<file path="src/design/irs_pkg.sv">
package irs_pkg;

  // Default configuration of the remap table.
  localparam int DEF_TABLE_DEPTH = 16;
  localparam int DEF_VALUE_WIDTH = 40;

  // Request function codes.
  typedef enum logic [1:0] {
    FUNC_CLEAR  = 2'd0,
    FUNC_APPEND = 2'd1,
    FUNC_MAP    = 2'd2,
    FUNC_NONE   = 2'd3
  } func_e;

  // Result status codes.
  typedef enum logic [1:0] {
    STATUS_OK        = 2'd0,
    STATUS_FULL      = 2'd1,
    STATUS_DISORDER  = 2'd2,
    STATUS_OVERFLOW  = 2'd3
  } status_e;

  // Sequencer states.
  typedef enum logic [2:0] {
    ST_IDLE,
    ST_APP_CHK,
    ST_APP_LOAD,
    ST_MAP_CHK,
    ST_MAP_LOAD,
    ST_MAP_CUT,
    ST_MAP_TAIL
  } state_e;

endpackage

</file>
<file path="src/design/irs_ram.sv">
module irs_ram #(
  parameter int WIDTH = 8,
  parameter int DEPTH = 16,
  localparam int AddrW = (DEPTH > 1) ? $clog2(DEPTH) : 1
) (
  input  logic             clk_i,
  input  logic             we_i,
  input  logic [AddrW-1:0] waddr_i,
  input  logic [WIDTH-1:0] wdata_i,
  input  logic             re_i,
  input  logic [AddrW-1:0] raddr_i,
  output logic [WIDTH-1:0] rdata_o
);

  logic [WIDTH-1:0] mem_q [DEPTH];
  logic [WIDTH-1:0] rdata_q;

  always_ff @(posedge clk_i) begin
    if (we_i) begin
      mem_q[waddr_i] <= wdata_i;
    end
    if (re_i) begin
      rdata_q <= mem_q[raddr_i];
    end
  end

  assign rdata_o = rdata_q;

endmodule

</file>
<file path="src/design/irs_cut_unit.sv">
// Shared cut unit: clips the remaining range [start, stop) at a boundary and
// reports the length of the clipped piece and whether it reaches the stop.
module irs_cut_unit #(
  parameter int VALUE_WIDTH = 40
) (
  input  logic [VALUE_WIDTH:0]   start_i,
  input  logic [VALUE_WIDTH:0]   stop_i,
  input  logic [VALUE_WIDTH:0]   bound_i,
  output logic [VALUE_WIDTH:0]   cut_o,
  output logic [VALUE_WIDTH-1:0] len_o,
  output logic                   reach_o
);

  logic [VALUE_WIDTH:0] diff;

  assign reach_o = (stop_i <= bound_i);
  assign cut_o   = reach_o ? stop_i : bound_i;
  assign diff    = cut_o - start_i;
  assign len_o   = diff[VALUE_WIDTH-1:0];

endmodule

</file>
<file path="src/design/interval_remap_splitter_unit.sv">
// Channel   | Ports                                          | Handshake
// ----------+------------------------------------------------+--------------------------
// request   | func_i, entry_*_i, range_start_i, range_length_i | start_i while busy_o low
// result    | piece_*_o, last_piece_o, status_o              | piece_valid_o, one cycle
//
// A clear or the unused code answers directly from the idle state; an append
// answers from its check state with a full or empty table, else after the load of the previous entry.
// A map request that is empty, overflows or meets an empty table answers from
// the map check; otherwise the walk takes one memory load and up to two cuts
// per entry, one before its base and one inside it, then a tail piece if needed.
// Reset clears the sequencer, the fill count and the strobe, not the table memory.
// The receiver cannot stall: every result is presented for exactly one cycle.
module interval_remap_splitter_unit
  import irs_pkg::*;
#(
  parameter int TABLE_DEPTH = DEF_TABLE_DEPTH,
  parameter int VALUE_WIDTH = DEF_VALUE_WIDTH
) (
  input  logic                   clk_i,
  input  logic                   rst_ni,
  input  logic                   start_i,
  output logic                   busy_o,
  input  logic [1:0]             func_i,
  input  logic [VALUE_WIDTH-1:0] entry_source_i,
  input  logic [VALUE_WIDTH-1:0] entry_dest_i,
  input  logic [VALUE_WIDTH-1:0] entry_span_i,
  input  logic [VALUE_WIDTH-1:0] range_start_i,
  input  logic [VALUE_WIDTH-1:0] range_length_i,
  output logic                   piece_valid_o,
  output logic [VALUE_WIDTH-1:0] piece_start_o,
  output logic [VALUE_WIDTH-1:0] piece_length_o,
  output logic                   piece_translated_o,
  output logic                   last_piece_o,
  output logic [1:0]             status_o
);

  localparam int CntW = $clog2(TABLE_DEPTH + 1);
  localparam int IdxW = (TABLE_DEPTH > 1) ? $clog2(TABLE_DEPTH) : 1;
  localparam int RamW = 3 * VALUE_WIDTH;

  // Sequencer and table bookkeeping.
  state_e            state_q, state_d;
  logic [CntW-1:0]   cnt_q, cnt_d;
  logic [CntW-1:0]   idx_q, idx_d;

  // Request operands. The range is kept as [start, stop) with one extra bit so
  // that a range ending exactly at the top of the space is representable.
  logic [VALUE_WIDTH:0]   start_q, start_d;
  logic [VALUE_WIDTH:0]   stop_q, stop_d;
  logic [VALUE_WIDTH-1:0] len_q, len_d;
  logic [VALUE_WIDTH-1:0] esrc_q, esrc_d;
  logic [VALUE_WIDTH-1:0] edst_q, edst_d;
  logic [VALUE_WIDTH-1:0] espan_q, espan_d;

  // The entry currently being walked: its base, end and translation offset.
  logic [VALUE_WIDTH-1:0] src_q, src_d;
  logic [VALUE_WIDTH:0]   end_q, end_d;
  logic [VALUE_WIDTH-1:0] delta_q, delta_d;

  // Result register.
  logic                   pv_q, pv_d;
  logic [VALUE_WIDTH-1:0] ps_q, ps_d;
  logic [VALUE_WIDTH-1:0] pl_q, pl_d;
  logic                   pt_q, pt_d;
  logic                   lp_q, lp_d;
  status_e                st_q, st_d;

  // Table memory: one row holds {destination, source, span}.
  logic                   ram_we;
  logic [IdxW-1:0]        ram_waddr;
  logic [RamW-1:0]        ram_wdata;
  logic                   ram_re;
  logic [IdxW-1:0]        ram_raddr;
  logic [RamW-1:0]        ram_rdata;
  logic [VALUE_WIDTH-1:0] rd_src, rd_dst, rd_span;

  // Shared cut unit.
  logic [VALUE_WIDTH:0]   cut_bound;
  logic [VALUE_WIDTH:0]   cut_point;
  logic [VALUE_WIDTH-1:0] cut_len;
  logic                   cut_reach;

  logic [VALUE_WIDTH:0]   src_ext;
  logic                   in_gap;
  logic                   in_entry;
  logic [VALUE_WIDTH:0]   prev_end;
  logic [CntW-1:0]        prev_idx;
  logic [CntW-1:0]        next_idx;
  logic [VALUE_WIDTH:0]   tail_len;
  logic                   overflow;

  assign rd_span = ram_rdata[VALUE_WIDTH-1:0];
  assign rd_src  = ram_rdata[2*VALUE_WIDTH-1:VALUE_WIDTH];
  assign rd_dst  = ram_rdata[3*VALUE_WIDTH-1:2*VALUE_WIDTH];

  assign src_ext  = {1'b0, src_q};
  assign in_gap   = (start_q < src_ext);
  assign in_entry = !in_gap && (start_q < end_q);
  // Before an entry the range is cut at its base, inside it at its end.
  assign cut_bound = in_gap ? src_ext : end_q;

  assign prev_end = {1'b0, rd_src} + {1'b0, rd_span};
  assign prev_idx = cnt_q - CntW'(1);
  assign next_idx = idx_q + CntW'(1);
  assign tail_len = stop_q - start_q;
  // The range passes the top of the space when its end exceeds 2^VALUE_WIDTH.
  assign overflow = stop_q[VALUE_WIDTH] && (stop_q[VALUE_WIDTH-1:0] != '0);

  assign ram_waddr = cnt_q[IdxW-1:0];
  assign ram_wdata = {edst_q, esrc_q, espan_q};

  irs_ram #(
    .WIDTH(RamW),
    .DEPTH(TABLE_DEPTH)
  ) u_table (
    .clk_i  (clk_i),
    .we_i   (ram_we),
    .waddr_i(ram_waddr),
    .wdata_i(ram_wdata),
    .re_i   (ram_re),
    .raddr_i(ram_raddr),
    .rdata_o(ram_rdata)
  );

  irs_cut_unit #(
    .VALUE_WIDTH(VALUE_WIDTH)
  ) u_cut (
    .start_i(start_q),
    .stop_i (stop_q),
    .bound_i(cut_bound),
    .cut_o  (cut_point),
    .len_o  (cut_len),
    .reach_o(cut_reach)
  );

  always_comb begin
    state_d   = state_q;
    cnt_d     = cnt_q;
    idx_d     = idx_q;
    start_d   = start_q;
    stop_d    = stop_q;
    len_d     = len_q;
    esrc_d    = esrc_q;
    edst_d    = edst_q;
    espan_d   = espan_q;
    src_d     = src_q;
    end_d     = end_q;
    delta_d   = delta_q;
    pv_d      = 1'b0;
    ps_d      = ps_q;
    pl_d      = pl_q;
    pt_d      = pt_q;
    lp_d      = lp_q;
    st_d      = st_q;
    ram_we    = 1'b0;
    ram_re    = 1'b0;
    ram_raddr = '0;

    case (state_q)
      ST_IDLE: begin
        if (start_i) begin
          start_d = {1'b0, range_start_i};
          stop_d  = {1'b0, range_start_i} + {1'b0, range_length_i};
          len_d   = range_length_i;
          esrc_d  = entry_source_i;
          edst_d  = entry_dest_i;
          espan_d = entry_span_i;
          idx_d   = '0;
          case (func_e'(func_i))
            FUNC_CLEAR: begin
              cnt_d = '0;
              pv_d  = 1'b1;
              ps_d  = '0;
              pl_d  = '0;
              pt_d  = 1'b0;
              lp_d  = 1'b1;
              st_d  = STATUS_OK;
            end
            FUNC_APPEND: begin
              state_d = ST_APP_CHK;
            end
            FUNC_MAP: begin
              state_d = ST_MAP_CHK;
            end
            default: begin
              pv_d = 1'b1;
              ps_d = '0;
              pl_d = '0;
              pt_d = 1'b0;
              lp_d = 1'b1;
              st_d = STATUS_OK;
            end
          endcase
        end
      end

      ST_APP_CHK: begin
        pv_d = 1'b1;
        ps_d = '0;
        pl_d = '0;
        pt_d = 1'b0;
        lp_d = 1'b1;
        st_d = STATUS_OK;
        if (cnt_q >= CntW'(TABLE_DEPTH)) begin
          st_d    = STATUS_FULL;
          state_d = ST_IDLE;
        end else if (cnt_q == '0) begin
          ram_we  = 1'b1;
          cnt_d   = cnt_q + CntW'(1);
          state_d = ST_IDLE;
        end else begin
          // Fetch the previous entry to check the ordering.
          pv_d      = 1'b0;
          ram_re    = 1'b1;
          ram_raddr = prev_idx[IdxW-1:0];
          state_d   = ST_APP_LOAD;
        end
      end

      ST_APP_LOAD: begin
        pv_d    = 1'b1;
        ps_d    = '0;
        pl_d    = '0;
        pt_d    = 1'b0;
        lp_d    = 1'b1;
        state_d = ST_IDLE;
        if ({1'b0, esrc_q} < prev_end) begin
          st_d = STATUS_DISORDER;
        end else begin
          st_d   = STATUS_OK;
          ram_we = 1'b1;
          cnt_d  = cnt_q + CntW'(1);
        end
      end

      ST_MAP_CHK: begin
        pt_d = 1'b0;
        lp_d = 1'b1;
        ps_d = start_q[VALUE_WIDTH-1:0];
        pl_d = len_q;
        st_d = STATUS_OK;
        if (len_q == '0) begin
          pv_d    = 1'b1;
          state_d = ST_IDLE;
        end else if (overflow) begin
          pv_d    = 1'b1;
          st_d    = STATUS_OVERFLOW;
          state_d = ST_IDLE;
        end else if (cnt_q == '0) begin
          // Empty table: the whole range passes through.
          pv_d    = 1'b1;
          state_d = ST_IDLE;
        end else begin
          ram_re    = 1'b1;
          ram_raddr = '0;
          state_d   = ST_MAP_LOAD;
        end
      end

      ST_MAP_LOAD: begin
        src_d   = rd_src;
        end_d   = {1'b0, rd_src} + {1'b0, rd_span};
        delta_d = rd_dst - rd_src;
        // Prefetch the following entry while this one is being cut.
        if (next_idx < cnt_q) begin
          ram_re    = 1'b1;
          ram_raddr = next_idx[IdxW-1:0];
        end
        state_d = ST_MAP_CUT;
      end

      ST_MAP_CUT: begin
        if (in_gap || in_entry) begin
          pv_d    = 1'b1;
          pl_d    = cut_len;
          lp_d    = cut_reach;
          st_d    = STATUS_OK;
          pt_d    = in_entry;
          ps_d    = in_entry ? (start_q[VALUE_WIDTH-1:0] + delta_q)
                             : start_q[VALUE_WIDTH-1:0];
          start_d = cut_point;
        end
        if ((in_gap || in_entry) && cut_reach) begin
          state_d = ST_IDLE;
        end else if (!in_gap) begin
          // This entry is finished; move to the next one or to the tail.
          idx_d   = next_idx;
          state_d = (next_idx == cnt_q) ? ST_MAP_TAIL : ST_MAP_LOAD;
        end
      end

      ST_MAP_TAIL: begin
        pv_d    = 1'b1;
        ps_d    = start_q[VALUE_WIDTH-1:0];
        pl_d    = tail_len[VALUE_WIDTH-1:0];
        pt_d    = 1'b0;
        lp_d    = 1'b1;
        st_d    = STATUS_OK;
        state_d = ST_IDLE;
      end

      default: begin
        state_d = ST_IDLE;
      end
    endcase
  end

  always_ff @(posedge clk_i or negedge rst_ni) begin
    if (!rst_ni) begin
      state_q <= ST_IDLE;
      cnt_q   <= '0;
      idx_q   <= '0;
      pv_q    <= 1'b0;
    end else begin
      state_q <= state_d;
      cnt_q   <= cnt_d;
      idx_q   <= idx_d;
      pv_q    <= pv_d;
    end
  end

  always_ff @(posedge clk_i) begin
    start_q <= start_d;
    stop_q  <= stop_d;
    len_q   <= len_d;
    esrc_q  <= esrc_d;
    edst_q  <= edst_d;
    espan_q <= espan_d;
    src_q   <= src_d;
    end_q   <= end_d;
    delta_q <= delta_d;
    ps_q    <= ps_d;
    pl_q    <= pl_d;
    pt_q    <= pt_d;
    lp_q    <= lp_d;
    st_q    <= st_d;
  end

  assign busy_o             = (state_q != ST_IDLE);
  assign piece_valid_o      = pv_q;
  assign piece_start_o      = ps_q;
  assign piece_length_o     = pl_q;
  assign piece_translated_o = pt_q;
  assign last_piece_o       = lp_q;
  assign status_o           = st_q;

endmodule

</file>
<file path="config.mk">
export PLATFORM = sky130hd
export DESIGN_NAME = interval_remap_splitter_unit
export DESIGN_NICKNAME = d
export VERILOG_FILES = /design/src/design/irs_pkg.sv /design/src/design/irs_ram.sv /design/src/design/irs_cut_unit.sv /design/src/design/interval_remap_splitter_unit.sv
export SDC_FILE = /design/constraint.sdc
export NUM_CORES = 2
export LEC_CHECK = 0
export ABC_AREA = 1
export BUFFER_PORTS_ARGS = -buffer_cell sky130_fd_sc_hd__buf_4
export CAP_MARGIN = 20
export CORE_ASPECT_RATIO = 1.1
export CORE_MARGIN = 2
export CORE_UTILIZATION = 39
export CTS_CLUSTER_SIZE = 10
export DETAILED_ROUTE_END_ITERATION = 10
export GPL_TIMING_DRIVEN = 0
export HOLD_SLACK_MARGIN = 0.03
export PLACE_DENSITY = 0.54
export SYNTH_ARGS = -nofsm -noshare
export SYNTH_HDL_FRONTEND = slang
export SYNTH_SLANG_ARGS = --single-unit
export TNS_END_PERCENT = 30
</file>
<file path="constraint.sdc">
create_clock -name clk_i -period 20.1 [get_ports clk_i]
set_input_delay 3.015 -clock clk_i [delete_from_list [all_inputs] [get_ports clk_i]]
set_output_delay 3.015 -clock clk_i [all_outputs]
set_load 0.02 [all_outputs]
</file>
; ---- After elaboration in Yosys (flattened, before gate mapping)
; Memories as Yosys holds them, arrays and structs flattened. A register that Yosys moved wholly into a read port is not among the register bits.
; Cells that the tools add are included.
[word_totals]
mem_bits_rw = 1920
mem_count = 1
in_bits = 205
rom_bits = 0
out_inout_bits = 86
wordCells = 157
latch_bits = 0
regBits = 461
[mem_list]
columns = name, depth, width, read_ports, rd_ports_with_merged_regs, write_ports, line_no
row1 = u_table.mem_q, 16, 120, 1, 1, 1, irs_ram.sv:15  ; logic [WIDTH-1:0] mem_q [DEPTH];
[classes]
magnitude_cmp = 6
n_bitwise = 0
mul = 0
reduce_logical = 31
n_eq_ne = 20
div_mod_pow = 0
shifts = 0
add_sub_neg = 9
mux = 72
[op_table]
columns = operator, count
row1 = 40-bit two-way mux, 5
row2 = 40-bit case mux with 5 select lines, 1
row3 = 41-bit two-way mux, 4
row4 = 40-bit case mux with 4 select lines, 1
row5 = 40-bit subtractor, 3
row6 = 40-bit by 40-bit adder with 41-bit output, 2
row7 = 41-bit case mux with 2 select lines, 1
row8 = 41-bit <= comparator, 1
row9 = 40-bit by 41-bit less-than comparator with 1-bit output, 1
row10 = 41-bit by 40-bit less-than comparator with 1-bit output, 1
row11 = 41-bit less-than comparator, 1
row12 = 40-bit adder, 1
row13 = 40-bit zero test, 1
row14 = 5-bit two-way mux, 8
row15 = 40-bit nonzero test, 1
row16 = 1-bit two-way mux, 23
row17 = 4-bit AND reduction, 5
row18 = 2-bit two-way mux, 9
row19 = 3-bit two-way mux, 6
row20 = 2-bit inequality test (second input constant), 8
row21 = 3-bit case mux with 5 select lines, 1
row22 = 5-bit case mux with 3 select lines, 1
row23 = 4-bit two-way mux, 3
row24 = 2-bit case mux with 6 select lines, 1
row25 = 35 further kinds, 49

; ---- Logic depth before layout (Yosys ltp)
[depth]
ltp_word = 7
ltp_mapped = 50
depth_no_buf = 46

; ---- Cells and area by module
; From an unflattened synthesis, not the netlist that was laid out.
[unflattened]
cells_unflattened = 12860
hier_area_um2 = 123978.9
[modules_own_cells]
columns = mod, instances, cells_per_inst, area_per_inst_um2
row1 = irs_ram, 1, 7870, 85558.3
row2 = interval_remap_splitter_unit, 1, 4214, 33708.6
row3 = irs_cut_unit, 1, 776, 4712.0

; ---- Worst setup path before layout
; Ideal clock, no wire load.
[synth_path]
path_kind = input to register
start = input start_i
end = register edst_q[0] (enable)
path_stages = 2
n_path_buf = 0
arrival_ns = 11.321
setup_ns = 0.767
setup_slack_ns = 8.013
path_cell_list = inv_1 nor2_1
[synth_between]
elab_chain_cells = 1
[synth_rtl]
columns = item, line_no
row1 = "start, declared", interval_remap_splitter_unit.sv:21  ; input logic start_i,
row2 = 2-bit AND reduction (no line), --
row3 = "end signal, assigned", interval_remap_splitter_unit.sv:327  ; edst_q <= edst_d;
row4 = "end, declared", interval_remap_splitter_unit.sv:52  ; logic [VALUE_WIDTH-1:0] edst_q, edst_d;
; No other way between the ends.
; A chain may end at the register's enable or synchronous reset.

; ---- Worst setup path after layout
[layout_path]
start = register start_q[0]
end = register pl_q[33] (netlist: piece_length_o[33]), data pin
[layout_between]
elab_chain_cells = 7
word_cells_on_any_way = 8
[layout_rtl]
columns = item, line_no
row1 = "start, declared", interval_remap_splitter_unit.sv:48  ; logic [VALUE_WIDTH:0] start_q, start_d;
row2 = "start signal, assigned", interval_remap_splitter_unit.sv:323  ; start_q <= start_d;
row3 = 41-bit by 40-bit less-than comparator with 1-bit output, interval_remap_splitter_unit.sv:97  ; assign in_gap = (start_q < src_ext);
row4 = 41-bit two-way mux, interval_remap_splitter_unit.sv:100  ; assign cut_bound = in_gap ? src_ext : end_q;
row5 = 41-bit <= comparator, irs_cut_unit.sv:16  ; assign reach_o = (stop_i <= bound_i);
row6 = 41-bit two-way mux, irs_cut_unit.sv:17  ; assign cut_o = reach_o ? stop_i : bound_i;
row7 = 40-bit subtractor, irs_cut_unit.sv:18  ; assign diff = cut_o - start_i;
row8 = 40-bit two-way mux, interval_remap_splitter_unit.sv:273  ; if (in_gap || in_entry) begin
row9 = 40-bit case mux with 5 select lines (*), interval_remap_splitter_unit.sv:159  ; case (state_q)
row10 = via pl_d[33], interval_remap_splitter_unit.sv:63  ; logic [VALUE_WIDTH-1:0] pl_q, pl_d;
row11 = "end signal, assigned", interval_remap_splitter_unit.sv:333  ; pl_q <= pl_d;
row12 = "end, declared", interval_remap_splitter_unit.sv:63
; The timed path passes the listed nets; every way through them passes the cells marked *. The select of a mux whose other input is x is not followed.

==> impl_metrics.json <==
{
  "synth-xor-area-share_pct": 1.28,
  "vias": 77800,
  "synth_compound_area_share_pct": 11.3,
  "synthArstFlopShare_pct": 0.560,
  "cts_buffers": 302,
  "endpoint_kind": "register",
  "fin_util_pct": 45.3,
  "finClkSkew_ps": 80.1,
  "wl_per_cell_um": 27.3,
  "ctsHoldBuffers": 0,
  "reg2reg_slack_ps": 10580,
  "slowest_stage": "edfxtp_1",
  "area_delta_synth_final_pct": 15.6,
  "fin_nets": 10700,
  "mostFrequentLayoutCells": "edfxtp_1 (2,487), nand2_1 (1,099), nor2_1 (875), o211ai_1 (864), or2_2 (607)",
  "synth_mux_area_share_pct": 0,
  "core_um2": 289000,
  "first_pass_iters": 6,
  "row_count": 207,
  "die_h_um": 569,
  "place.gp.congestion": 0.971,
  "syn-cell-area_um2": 113000,
  "holdPathEnd": "src_q[15]$_DFFE_PP_",
  "via_per_inst": 5.51,
  "grt_pass1_wl_um": 545000,
  "synth-adder-area-share_pct": 4.16,
  "syn_inst": 9447,
  "worst_slew_margin_rel_pct": 26.2,
  "crit_type": "reg2reg",
  "min_period_ps": 9520,
  "final_common_cell": "edfxtp_1",
  "htree_num_levels": 5,
  "wl_um": 385000,
  "cts_tree": "yes",
  "antenna_found_initial": 26,
  "cts_root_buf": "clkbuf_16",
  "io_pins": 291,
  "cts.sink_count": 2501,
  "worst_pin_slew_ps": 1110,
  "worstReg2RegStart": "start_q[0]$_DFFE_PP_",
  "ys_ff_latch": 2501,
  "synth-seq-area-share_pct": 66.2,
  "final_hold_viol_count": 0,
  "ys.flop_type": "edfxtp_1",
  "route.detailed.drc": 0,
  "cpMostUsedCell": "nand2_1",
  "cts_resized": 0,
  "yosysWarnings": 0,
  "grt_setup_unrepaired": "false",
  "num-fill-cells": 26500,
  "hold_path_class": "reg2reg",
  "min_from": "u_table.rdata_o[55]$_DFFE_PP_",
  "slew_violations": 0,
  "dieArea_um2": 295000,
  "multi_input_area_um2": 34300,
  "syn-num-nets": 10000,
  "setup_viol": 0,
  "outcome": "finished clean",
  "track_usage_pct": 25.5,
  "max_freq_ghz": 0.105,
  "final_layout_size_suffix_gt1_share_pct": 15.3,
  "crit_fanout": 10,
  "postRouteAntennaNets": 0,
  "clockBufferDepth": 4,
  "dp_hpwl_um": 288000,
  "die_w_um": 518,
  "reg2reg_depth": 31,
  "synth_top_family_by_area": "simple AND/OR/NAND/NOR gates",
  "grt_overflow_total": 0,
  "power.static_leakage_uw": 0.0467,
  "avgSynthCellArea_um2": 12.0,
  "synth_edf_count": 2487,
  "fin_crit_sh_pct": 47.4,
  "ir_drop_mv": 0.119,
  "clk_pin_slew_worst_paths_ps": 60,
  "grt_max_degree": 51,
  "insertion_delay_ps": 880,
  "min_path_cells": 0,
  "grt_pass1_vias": 76100,
  "synth_cell_types": 55,
  "regArea_um2": 75000,
  "timing.setup.tns_ps": 0,
  "cpPeakStageDelay_ps": 840,
  "required_ps": 20710,
  "start_util_pct": 39.2,
  "drt_iter0_markers": 7814,
  "numPortBuffers": 290,
  "pwr_density_cell_nw_per_um2": 158,
  "critPathLaunchType": "register",
  "synthSimpleGateAreaFrac_pct": 13.3,
  "r2r-end": "piece_length_o[33]$_DFFE_PP_",
  "post_cts.repair.setup_buffers": 0,
  "cap_violations": 0,
  "cp.arrival_ps": 10130
}
metrics by stage:
step,power [µW],instances,hold slack (ps),setup WS [ps],cell area [µm²]
finish,20700,14100,510,10580,131000
global route,21800,14100,527,10410,131000
CTS,20800,14100,493,10600,131000
detailed placement,15900,13700,494,10600,123000
global placement,15900,13600,493,964,120000
floorplan,12300,9447,454,8010,113000
routing by layer:
metal / share of wire (%) / wire length, µm / vias up / GRT usage [%]
met1: 42 / 163000 / 38600 / 34.1
met4: 4.7 / 18000 / 2 / 11.1
met2: 47 / 182000 / 2796 / 41.9
met3: 5.7 / 22100 / 569 / 2.94
li1: - / - / 35800 / -
met5: 0.0029 / 11 / - / 0
kinds of logic after synthesis:
logic type               after synthesis
flip-flops                          2501
AO/OA/AOI/OAI                       2043
buffers and inverters               1028
XOR/XNOR                             166
AND/OR/NAND/NOR                     3335
adder cells (fa/ha/maj)              374
state kept, by name (all words and copies together) (netlist names), 3 cells and up:
name and count:
u_table.mem_q 1920, u_table.rdata_o 120, end_q 41, start_q 41, stop_q 41, delta_q 40
edst_q 40, espan_q 40, esrc_q 40, len_q 40, piece_length_o 40, piece_start_o 40
src_q 40, cnt_q 5, idx_q 5, state_q 3
worst max-delay path, delay by kind of cell (launching register included):
kind | cells | cell delay [ps]
flip-flops | 1 | 840
adder cells (fa/ha/maj) | 2 | 700
AO/OA/AOI/OAI | 8 | 2780
buffers and inverters | 6 | 2170
AND/OR/NAND/NOR | 15 | 2680
synthesized netlist by cell type (all sizes together) (5+ instances only):
library cell / instances / area share [%]
nand2: 1101 / 3.7
o211ai: 864 / 5.7
a21boi: 18 / 0.12
o22ai: 27 / 0.16
buf: 190 / 0.87
a31oi: 41 / 0.23
o31ai: 6 / 0.040
inv: 570 / 1.9
o21a: 13 / 0.086
o21bai: 23 / 0.16
nor4: 30 / 0.17
o21ai: 639 / 2.8
o221ai: 10 / 0.077
a21o: 19 / 0.13
a21oi: 355 / 1.6
xor2: 104 / 0.80
nor3: 51 / 0.23
xnor2: 62 / 0.48
or2: 607 / 3.4
nand4: 37 / 0.20
ha: 369 / 4.1
nor2: 897 / 3.0
clkbuf: 267 / 0.89
fa: 5 / 0.088
o31a: 7 / 0.054
and3: 6 / 0.033
a32o: 5 / 0.044
nand3: 599 / 2.6
edfxtp: 2487 / 66
dfrtp: 14 / 0.31
where the power goes:
part	switching (µW)	internal, µW	total (µW)
registers	805	6960	7770
clock network	2030	2770	4800
logic	5670	2440	8110
worst max path at each step:
stage                               start                      endpoint
global route        start_q[16]$_DFFE_PP_  piece_length_o[33]$_DFFE_PP_
CTS                  start_q[0]$_DFFE_PP_  piece_length_o[33]$_DFFE_PP_
floorplan                         start_i           edst_q[0]$_DFFE_PP_
detailed placement   start_q[0]$_DFFE_PP_  piece_length_o[33]$_DFFE_PP_
global placement                  start_i          edst_q[22]$_DFFE_PP_
finish               start_q[0]$_DFFE_PP_  piece_length_o[33]$_DFFE_PP_
layout make-up:
| class | instances | share of cell area, % |
|---|---|---|
| sequential | 2501 | 57.3 |
| tap | 3866 | 3.70 |
| inverter | 571 | 1.64 |
| clock inverter | 41 | 0.282 |
| timing repair buffer | 395 | 3.30 |
| multi-input combinational | 5918 | 26.2 |
| clock buffer | 345 | 6.02 |
| antenna | 21 | 0.0401 |
| buffer | 457 | 1.53 |
(Power assumes the default switching activity.)
